[config.mk]
export PLATFORM = sky130hd
export DESIGN_NAME = serial_gamepad_command_decoder
export DESIGN_NICKNAME = d
export VERILOG_FILES = /design/src/sgcd_pkg.sv /design/src/serial_gamepad_command_decoder.sv
export VERILOG_INCLUDE_DIRS = /design/src /design/src/src
export SDC_FILE = /design/constraint.sdc
export NUM_CORES = 1
export LEC_CHECK = 0
export BUFFER_PORTS_ARGS = -buffer_cell sky130_fd_sc_hd__buf_2
export CELL_PAD_IN_SITES_DETAIL_PLACEMENT = 0
export CELL_PAD_IN_SITES_GLOBAL_PLACEMENT = 1
export CORE_ASPECT_RATIO = 1.25
export CORE_UTILIZATION = 55
export CTS_BUF_LIST = sky130_fd_sc_hd__clkbuf_2 sky130_fd_sc_hd__clkbuf_4 sky130_fd_sc_hd__clkbuf_8
export DETAILED_ROUTE_END_ITERATION = 8
export PLACE_DENSITY_LB_ADDON = 0.08
export SYNTH_ARGS = -nofsm -noshare
export SYNTH_HDL_FRONTEND = slang
export SYNTH_SLANG_ARGS = --single-unit
[constraint.sdc]
create_clock -name clk -period 5.8 [get_ports clk]
set_input_delay 1.16 -clock clk [delete_from_list [all_inputs] [get_ports clk]]
set_output_delay 1.16 -clock clk [all_outputs]
set_load 0.005 [all_outputs]
[src/serial_gamepad_command_decoder_macros.svh]
// assertion helpers shared by the decoder rtl
`ifndef SERIAL_GAMEPAD_COMMAND_DECODER_MACROS_SVH
`define SERIAL_GAMEPAD_COMMAND_DECODER_MACROS_SVH

// same-cycle implication
`define SGCD_ASSERT_NOW(label, clock, rst_n, ante, cons, msg) \
	label: assert property (@(posedge clock) disable iff (!rst_n) (ante) |-> (cons)) \
		else $error(msg);

// next-cycle implication
`define SGCD_ASSERT_NEXT(label, clock, rst_n, ante, cons, msg) \
	label: assert property (@(posedge clock) disable iff (!rst_n) (ante) |=> (cons)) \
		else $error(msg);

`endif

[src/sgcd_pkg.sv]
`default_nettype none

package sgcd_pkg;

	localparam int unsigned ECHO_REPEATS_DEFAULT = 2;
	localparam int unsigned REPEAT_W = 2;
	localparam int unsigned CFG_INDEX_W = 1;
	localparam int unsigned CFG_DATA_W = 8;

	localparam logic [7:0] AXIS_NEUTRAL_RESET = 8'd128;
	localparam logic [7:0] HAT_NEUTRAL_RESET = 8'd8;

	localparam logic [CFG_INDEX_W-1:0] CFG_AXIS_NEUTRAL = 1'd0;
	localparam logic [CFG_INDEX_W-1:0] CFG_HAT_NEUTRAL = 1'd1;

	// startup table: nine steps, index SYNC_STEPS means finished
	localparam logic [3:0] SYNC_STEPS = 4'd9;

	localparam logic [5:0] AXIS_LEFT_X = 6'd0;
	localparam logic [5:0] AXIS_LEFT_Y = 6'd1;
	localparam logic [5:0] AXIS_RIGHT_X = 6'd2;

	typedef enum logic {
		CMD_SERIAL = 1'b0,
		CMD_POLL = 1'b1
	} command_t;

	typedef enum logic {
		KIND_ECHO = 1'b0,
		KIND_REPORT = 1'b1
	} kind_t;

	typedef enum logic [1:0] {
		WORD_NEUTRAL = 2'd0,
		WORD_BUTTONS = 2'd1,
		WORD_AXIS = 2'd2,
		WORD_HAT = 2'd3
	} word_kind_t;

	typedef struct packed {
		logic [13:0] buttons;
		logic [7:0] lx;
		logic [7:0] ly;
		logic [7:0] rx;
		logic [7:0] ry;
		logic [7:0] hat;
	} controls_t;

	function automatic controls_t neutral_controls(input logic [7:0] stick,
			input logic [7:0] hat);
		controls_t c;
		c.buttons = '0;
		c.lx = stick;
		c.ly = stick;
		c.rx = stick;
		c.ry = stick;
		c.hat = hat;
		return c;
	endfunction

	function automatic logic [13:0] sync_buttons(input logic [3:0] idx);
		logic [13:0] b;
		unique case (idx)
			4'd1, 4'd3: b = 14'd48;
			4'd5, 4'd7: b = 14'd4;
			default: b = '0;
		endcase
		return b;
	endfunction

	function automatic logic [7:0] sync_length(input logic [3:0] idx);
		logic [7:0] n;
		unique case (idx)
			4'd1, 4'd3, 4'd5, 4'd7: n = 8'd5;
			4'd8: n = 8'd250;
			default: n = 8'd50;
		endcase
		return n;
	endfunction

endpackage

`default_nettype wire

[src/serial_gamepad_command_decoder.sv]
`default_nettype none

// Serial game controller command decoder. Each transaction on the input side is
// either a serial byte or a host report poll; it lands in an input register and
// its result is formed in one pass into an output register, so one transaction
// is taken per clock while the output keeps taking results, and the result is held there.
// While a result waits at the output, one more transaction can enter the input
// register, after which the input stalls until the result is taken.
// After reset a startup table of button presses plays over 470 fresh reports;
// serial bytes arriving before it ends are dropped without an echo. Serial
// frames are a count byte then that many 16-bit words, low byte first, built
// in a shadow copy that goes live only when the frame completes. A poll returns
// a fresh snapshot of the live controls and the next ECHO_REPEATS polls repeat it.
// Register 0 sets the neutral stick axis value and register 1 the neutral hat value.

`include "serial_gamepad_command_decoder_macros.svh"

module serial_gamepad_command_decoder #(
	parameter int unsigned ECHO_REPEATS = sgcd_pkg::ECHO_REPEATS_DEFAULT
) (
	input wire logic clk,
	input wire logic arst_n,

	input wire logic in_valid,
	output logic in_ready,
	input wire logic command,
	input wire logic [7:0] byte_value,

	output logic out_valid,
	input wire logic out_ready,
	output logic kind,
	output logic [7:0] echo_byte,
	output logic [13:0] buttons,
	output logic [7:0] left_x,
	output logic [7:0] left_y,
	output logic [7:0] right_x,
	output logic [7:0] right_y,
	output logic [7:0] hat_value,

	input wire logic wr_en,
	input wire logic [sgcd_pkg::CFG_INDEX_W-1:0] wr_index,
	input wire logic [sgcd_pkg::CFG_DATA_W-1:0] wr_data
);
	import sgcd_pkg::*;

	// input stage
	logic valid_s1;
	command_t command_s1;
	logic [7:0] byte_s1;

	// result stage
	logic valid_s2;
	kind_t kind_s2;
	logic [7:0] echo_s2;
	controls_t report_s2;

	// block state
	logic [7:0] axis_neutral_q, hat_neutral_q;
	logic [3:0] sync_index_q, sync_index_nxt;
	logic [7:0] sync_ticks_q, sync_ticks_nxt;
	logic [REPEAT_W-1:0] repeats_left_q, repeats_left_nxt;
	controls_t live_q, live_nxt;
	controls_t shadow_q, shadow_nxt;
	controls_t snapshot_q, snapshot_nxt;
	logic [7:0] words_expected_q, words_expected_nxt;
	logic [7:0] words_seen_q, words_seen_nxt;
	logic low_held_q, low_held_nxt;
	logic [7:0] low_byte_q, low_byte_nxt;

	logic s1_go;
	logic sync_done;
	logic res_valid;
	kind_t res_kind;
	logic [7:0] res_echo;
	controls_t res_ctl;
	logic [7:0] ticks_inc;
	logic [3:0] index_inc;
	logic [7:0] seen_inc;
	controls_t shadow_w;
	logic [5:0] axis_sel;

	assign s1_go = valid_s1 && (!valid_s2 || out_ready);
	assign in_ready = !valid_s1 || s1_go;
	assign sync_done = (sync_index_q == SYNC_STEPS);
	assign ticks_inc = sync_ticks_q + 8'd1;
	assign index_inc = sync_index_q + 4'd1;
	assign seen_inc = words_seen_q + 8'd1;
	assign axis_sel = byte_s1[5:0];

	// word formed from the held low byte and this high byte
	always_comb begin
		shadow_w = shadow_q;
		unique case (word_kind_t'(byte_s1[7:6]))
			WORD_NEUTRAL: shadow_w = neutral_controls(axis_neutral_q, hat_neutral_q);
			WORD_BUTTONS: shadow_w.buttons = {byte_s1[5:0], low_byte_q};
			WORD_AXIS: begin
				priority if (axis_sel == AXIS_LEFT_X) shadow_w.lx = low_byte_q;
				else if (axis_sel == AXIS_LEFT_Y) shadow_w.ly = low_byte_q;
				else if (axis_sel == AXIS_RIGHT_X) shadow_w.rx = low_byte_q;
				else shadow_w.ry = low_byte_q;
			end
			WORD_HAT: shadow_w.hat = low_byte_q;
			default: shadow_w = shadow_q;
		endcase
	end

	always_comb begin
		sync_index_nxt = sync_index_q;
		sync_ticks_nxt = sync_ticks_q;
		repeats_left_nxt = repeats_left_q;
		live_nxt = live_q;
		shadow_nxt = shadow_q;
		snapshot_nxt = snapshot_q;
		words_expected_nxt = words_expected_q;
		words_seen_nxt = words_seen_q;
		low_held_nxt = low_held_q;
		low_byte_nxt = low_byte_q;
		res_valid = 1'b0;
		res_kind = KIND_ECHO;
		res_echo = '0;
		res_ctl = '0;

		if (command_s1 == CMD_POLL) begin
			res_valid = 1'b1;
			res_kind = KIND_REPORT;
			if (repeats_left_q != '0) begin
				res_ctl = snapshot_q;
				repeats_left_nxt = repeats_left_q - REPEAT_W'(1);
			end else begin
				res_ctl = live_q;
				snapshot_nxt = live_q;
				repeats_left_nxt = REPEAT_W'(ECHO_REPEATS);
				if (!sync_done) begin
					if (ticks_inc >= sync_length(sync_index_q)) begin
						sync_ticks_nxt = '0;
						sync_index_nxt = index_inc;
						live_nxt.buttons = sync_buttons(index_inc);
					end else begin
						sync_ticks_nxt = ticks_inc;
					end
				end
			end
		end else if (sync_done) begin
			res_valid = 1'b1;
			res_echo = byte_s1;
			priority if (words_expected_q == '0) begin
				// count byte; zero starts no frame
				if (byte_s1 != '0) begin
					words_expected_nxt = byte_s1;
					words_seen_nxt = '0;
					low_held_nxt = 1'b0;
					shadow_nxt = neutral_controls(axis_neutral_q, hat_neutral_q);
				end
			end else if (!low_held_q) begin
				low_held_nxt = 1'b1;
				low_byte_nxt = byte_s1;
			end else begin
				shadow_nxt = shadow_w;
				low_held_nxt = 1'b0;
				if (seen_inc >= words_expected_q) begin
					live_nxt = shadow_w;
					words_expected_nxt = '0;
					words_seen_nxt = '0;
				end else begin
					words_seen_nxt = seen_inc;
				end
			end
		end
	end

	always_ff @(posedge clk or negedge arst_n) begin
		if (!arst_n) begin
			valid_s1 <= 1'b0;
		end else if (in_ready) begin
			valid_s1 <= in_valid;
		end
	end

	always_ff @(posedge clk) begin
		if (in_valid && in_ready) begin
			command_s1 <= command_t'(command);
			byte_s1 <= byte_value;
		end
	end

	always_ff @(posedge clk or negedge arst_n) begin
		if (!arst_n) begin
			valid_s2 <= 1'b0;
		end else if (s1_go) begin
			valid_s2 <= res_valid;
		end else if (out_ready) begin
			valid_s2 <= 1'b0;
		end
	end

	always_ff @(posedge clk) begin
		if (s1_go) begin
			kind_s2 <= res_kind;
			echo_s2 <= res_echo;
			report_s2 <= res_ctl;
		end
	end

	always_ff @(posedge clk or negedge arst_n) begin
		if (!arst_n) begin
			axis_neutral_q <= AXIS_NEUTRAL_RESET;
			hat_neutral_q <= HAT_NEUTRAL_RESET;
		end else if (wr_en) begin
			unique case (wr_index)
				CFG_AXIS_NEUTRAL: axis_neutral_q <= wr_data;
				CFG_HAT_NEUTRAL: hat_neutral_q <= wr_data;
				default: ;
			endcase
		end
	end

	always_ff @(posedge clk or negedge arst_n) begin
		if (!arst_n) begin
			sync_index_q <= '0;
			sync_ticks_q <= '0;
			repeats_left_q <= '0;
			live_q <= neutral_controls(AXIS_NEUTRAL_RESET, HAT_NEUTRAL_RESET);
			shadow_q <= neutral_controls(AXIS_NEUTRAL_RESET, HAT_NEUTRAL_RESET);
			snapshot_q <= '0;
			words_expected_q <= '0;
			words_seen_q <= '0;
			low_held_q <= 1'b0;
			low_byte_q <= '0;
		end else if (s1_go) begin
			sync_index_q <= sync_index_nxt;
			sync_ticks_q <= sync_ticks_nxt;
			repeats_left_q <= repeats_left_nxt;
			live_q <= live_nxt;
			shadow_q <= shadow_nxt;
			snapshot_q <= snapshot_nxt;
			words_expected_q <= words_expected_nxt;
			words_seen_q <= words_seen_nxt;
			low_held_q <= low_held_nxt;
			low_byte_q <= low_byte_nxt;
		end
	end

	assign out_valid = valid_s2;
	assign kind = kind_s2;
	assign echo_byte = echo_s2;
	assign buttons = report_s2.buttons;
	assign left_x = report_s2.lx;
	assign left_y = report_s2.ly;
	assign right_x = report_s2.rx;
	assign right_y = report_s2.ry;
	assign hat_value = report_s2.hat;

	`SGCD_ASSERT_NOW(a_sync_range, clk, arst_n, 1'b1, sync_index_q <= SYNC_STEPS,
		"startup table index past its end")
	`SGCD_ASSERT_NOW(a_frame_count, clk, arst_n, words_expected_q != '0,
		words_seen_q < words_expected_q, "frame word count overran")
	`SGCD_ASSERT_NOW(a_idle_frame, clk, arst_n, words_expected_q == '0,
		words_seen_q == '0 && !low_held_q, "frame progress left outside a frame")
	`SGCD_ASSERT_NOW(a_repeats_range, clk, arst_n, 1'b1,
		repeats_left_q <= REPEAT_W'(ECHO_REPEATS), "repeat count above setting")
	`SGCD_ASSERT_NEXT(a_drop_in_table, clk, arst_n,
		s1_go && command_s1 == CMD_SERIAL && !sync_done, !valid_s2,
		"serial byte during startup table produced a result")

endmodule

`default_nettype wire
==> impl_summary.log <==
[metrics] worst vdd rail ir drop: 199 uV
[metrics] critical path class: flip-flop to flip-flop
[metrics] relative contribution of the clock network to total power: 0.380
[metrics] post-detailed-routing wire length: 28800 um
[metrics] Starting DRT DRC Count: 484
[metrics] combinational share of power: 0.124
[metrics] Total Routing Usage GR: 0.239
[metrics] Die Height: 179 um
[metrics] clk buf depth: 3
[metrics] antenna violations before repair: 0
[metrics] H-tree levels: 2
[metrics] DR pass1 iterations: 4
[metrics] layout-stage area growth over the synthesis result: 11.8%
[metrics] row count: 64
[metrics] most frequent cells in the layout: sky130_fd_sc_hd__dfrtp_1, sky130_fd_sc_hd__nand2_1, sky130_fd_sc_hd__mux2_2, sky130_fd_sc_hd__buf_2, sky130_fd_sc_hd__edfxtp_1
[metrics] post-detailed-route via-to-cell ratio: 5.62
[metrics] classification of the worst-slack hold path: flip-flop to flip-flop
[metrics] fraction of registers with async set/reset: 0.753
[metrics] Main synth FF type: sky130_fd_sc_hd__dfrtp_1
[metrics] most common cell after layout, fill and taps aside: sky130_fd_sc_hd__dfrtp_1
[metrics] final weighted congestion in routability-driven placement: 0.769
[metrics] multi-input gate area in the final layout: 5810 sq um
[metrics] initial standard-cell utilization of the core: 0.562
[metrics] number of clock sinks: 291
[metrics] arrival time at the worst endpoint: 3.97 ns
[metrics] post-synth cell types: 55
[metrics] required time of the critical path: 6.23 ns
[metrics] insertion delay to the later sink of the worst-skew pair: 0.55 ns
[metrics] RSZ-0062 raised after global routing: no
[metrics] Synthesized Nets: 1194
[metrics] number of synthesized register bits: 291
[metrics] clock buffers created by TritonCTS: 45
[metrics] Register Area: 7660 sq um
[metrics] hold buffer count at cts: 0
[metrics] slowest library cell on the worst path: sky130_fd_sc_hd__a211oi_2
[metrics] skew final: 0.0141 ns
[metrics] post-CTS setup buffers: 0
[metrics] crit path launch type: flip-flop
[metrics] number of synthesized flops with an enable pin: 72
[metrics] CTS tree: built
[metrics] Post-Syn Area per Cell: 12.1 sq um
[metrics] transition time at the pin with the least slew margin: 1.16 ns
[metrics] Die Outline Area: 25700 sq um
[metrics] Final period util: 0.611
[metrics] Post-Syn Area: 13800 sq um
[metrics] Detail Route Antenna Nets: 0
[metrics] Sw Ratio: 0.254
[metrics] max frequency: 282 MHz
[metrics] number of hold-slack violations in the final timing report: 0
[metrics] minimum period implied by the final worst setup slack: 3.55 ns
[metrics] Total Nets Final: 1272
[metrics] via total after detailed routing: 8898
[metrics] max-capacitance violation count: 0
[metrics] sum of net half-perimeters after detailed placement: 18500 um
[metrics] setup violators final: 0
[metrics] standard cell core area: 24500 sq um
[metrics] maximum fanout along the worst path: 14
[metrics] aggregate global routing overflow: 0
[metrics] Worst setup EP type: flip-flop
[metrics] Relative slew margins: 0.226
[metrics] CTS-repair resized insts: 0
[metrics] synthesized instance count: 1142
[metrics] Internal Power: 3.39 mW
[metrics] average routed wire per standard cell: 18.2 um
[metrics] sequential power share: 0.496
[metrics] root buffer cell: sky130_fd_sc_hd__clkbuf_8
[metrics] input/output buffers: 87
[metrics] Net Sw Power: 1.15 mW
[metrics] clock transition at the register clock pins on the worst setup and hold paths after CTS: 0.06 ns
[metrics] Antenna Diode Count: 0
[metrics] series of cell instances along the critical path: ha_1 -> nand3_1 -> nor2_1 -> xor2_1 -> ha_1 -> and3_1 -> nand4b_1 -> and3_1 -> a211oi_2 -> mux2_2
[metrics] I/O pin total: 88
[metrics] Leak: 6.89 nW
[metrics] total instance count after detailed placement: 1503
[metrics] PwrDens: 294 nW/um^2
[metrics] fraction of layout instances using a drive strength above 1: 0.288
[metrics] wire length of the first global-routing pass: 47700 um
[metrics] Chip Width: 144 um
[metrics] peak per-stage delay on the critical path: 1.00 ns
[metrics] number of fill cells in the layout: 2001
[metrics] Ys Warns: 0
[metrics] largest net degree at the start of global routing: 116
[metrics] outcome: complete, no violations
[metrics] aggregate negative setup slack: 0 ns
[metrics] number of max-slew violations in the final report: 0
[metrics] fin cells: 1584
[metrics] via count of the first global-routing pass: 8774
[metrics] register area share after synthesis: 0.556
[metrics] count of unresolved DRC violations after routing: 0
## worst max-delay path: cells and delay by family, from the launching register on
family          cells  cell delay [ns]
compound gates      1             1.00
simple gates        5             0.88
fa+ha+maj           2             0.45
flops               1             0.44
mux                 1             0.42
xor+xnor            1             0.24
## cell families after synthesis
group | Yosys count | synth area share
compound gates | 215 | 0.125
xor+xnor | 14 | 0.00890
fa+ha+maj | 29 | 0.0263
buf+inv | 86 | 0.0258
flops | 291 | 0.556
mux | 179 | 0.141
simple gates | 328 | 0.117
## per-stage QoR
step / instance area [sq um] / hold slack, ns / total power [mW] / setup slack (ns) / utilization
2_1_floorplan: 13800 / 0.444 / 2.67 / 2.75 / -
3_3_place_gp: 14500 / 0.453 / 2.85 / 2.35 / 0.591
3_5_place_dp: 14500 / 0.456 / 2.86 / 2.24 / 0.591
4_1_cts: 15400 / 0.465 / 4.59 / 2.23 / 0.629
5_1_grt: 15400 / 0.490 / 4.74 / 1.98 / 0.629
6_report: 15400 / 0.462 / 4.54 / 2.25 / 0.629
## state kept, by name (all words and copies together) (netlist names), 14 cells and up
register and count:
live_q 54, buttons 14, shadow_q 54, snapshot_q 54
## final cells by class
type | count | area share
well taps | 330 | 0.0268
clock buffers | 75 | 0.0577
clock inverters | 6 | 0.00179
flip-flops and latches | 291 | 0.497
multi-input cells | 765 | 0.377
repair buffers | 98 | 0.0350
inverters | 19 | 0.00463
## synthesized netlist by cell type (2+ instances only)
master,number,area share
sky130_fd_sc_hd__dfrtp_1,207,0.38
sky130_fd_sc_hd__nand2_1,141,0.038
sky130_fd_sc_hd__mux2_2,114,0.093
sky130_fd_sc_hd__edfxtp_1,72,0.16
sky130_fd_sc_hd__o21ai_0,60,0.022
sky130_fd_sc_hd__nor2b_1,57,0.026
sky130_fd_sc_hd__mux2i_1,54,0.039
sky130_fd_sc_hd__nor2_1,53,0.014
sky130_fd_sc_hd__a22o_1,51,0.032
sky130_fd_sc_hd__clkbuf_1,44,0.012
sky130_fd_sc_hd__a221oi_2,32,0.035
sky130_fd_sc_hd__ha_1,29,0.026
sky130_fd_sc_hd__a21oi_1,22,0.0080
sky130_fd_sc_hd__inv_1,19,0.0052
sky130_fd_sc_hd__and2_1,17,0.0077
sky130_fd_sc_hd__nand3_1,16,0.0058
sky130_fd_sc_hd__buf_2,14,0.0051
sky130_fd_sc_hd__o21ai_1,14,0.0051
sky130_fd_sc_hd__dfstp_2,12,0.023
sky130_fd_sc_hd__mux2_1,11,0.0090
sky130_fd_sc_hd__and3_1,10,0.0045
sky130_fd_sc_hd__a22oi_1,8,0.0044
sky130_fd_sc_hd__xnor2_1,8,0.0051
sky130_fd_sc_hd__a32o_1,7,0.0051
sky130_fd_sc_hd__a21o_1,6,0.0033
sky130_fd_sc_hd__nand2b_1,6,0.0027
sky130_fd_sc_hd__xor2_1,6,0.0038
sky130_fd_sc_hd__buf_1,5,0.0014
sky130_fd_sc_hd__nor3_1,5,0.0018
sky130_fd_sc_hd__buf_4,4,0.0022
sky130_fd_sc_hd__nor4_1,4,0.0018
sky130_fd_sc_hd__o211ai_1,4,0.0022
sky130_fd_sc_hd__nor2_2,3,0.0014
sky130_fd_sc_hd__or2_2,3,0.0014
sky130_fd_sc_hd__a22o_2,2,0.0015
sky130_fd_sc_hd__nand3b_4,2,0.0029
sky130_fd_sc_hd__nor3_2,2,0.0015
## power by group through the flow
stage,Sequential [mW],Combinational [mW],Clock [mW]
after floorplan,2.27,0.397,0
after global placement,2.28,0.566,0
after detailed placement,2.29,0.573,0
after CTS,2.25,0.575,1.77
after global routing,2.26,0.621,1.85
final,2.25,0.563,1.72
## metal layers
metal,GRT usage,wire length [um],vias to the layer above
met1,0.343,13500,4379
met4,0.0656,539,0
met3,0.0409,1250,41
li1,-,-,4282
met2,0.374,13500,196
met5,0,0,-
## path summary, 6_finish.rpt
| path | start | to | slack, ns | cells after the start |
|---|---|---|---|---|
| worst min-delay path | shadow_q[3] | shadow_q[3] | 0.46 | 2 |
| min in group asynchronous | arst_n | sync_ticks_q[1] | 0.70 | 1 |
| max in group asynchronous | arst_n | snapshot_q[0] | 3.93 | 2 |
| worst max-delay path | sync_ticks_q[0] | live_q[40] | 2.25 | 10 |
| worst max register to register | sync_ticks_q[0] | live_q[40] | 2.25 | 10 |
| worst min register to register | shadow_q[3] | shadow_q[3] | 0.46 | 2 |
No activity file was read; power rests on OpenSTA's default activity.
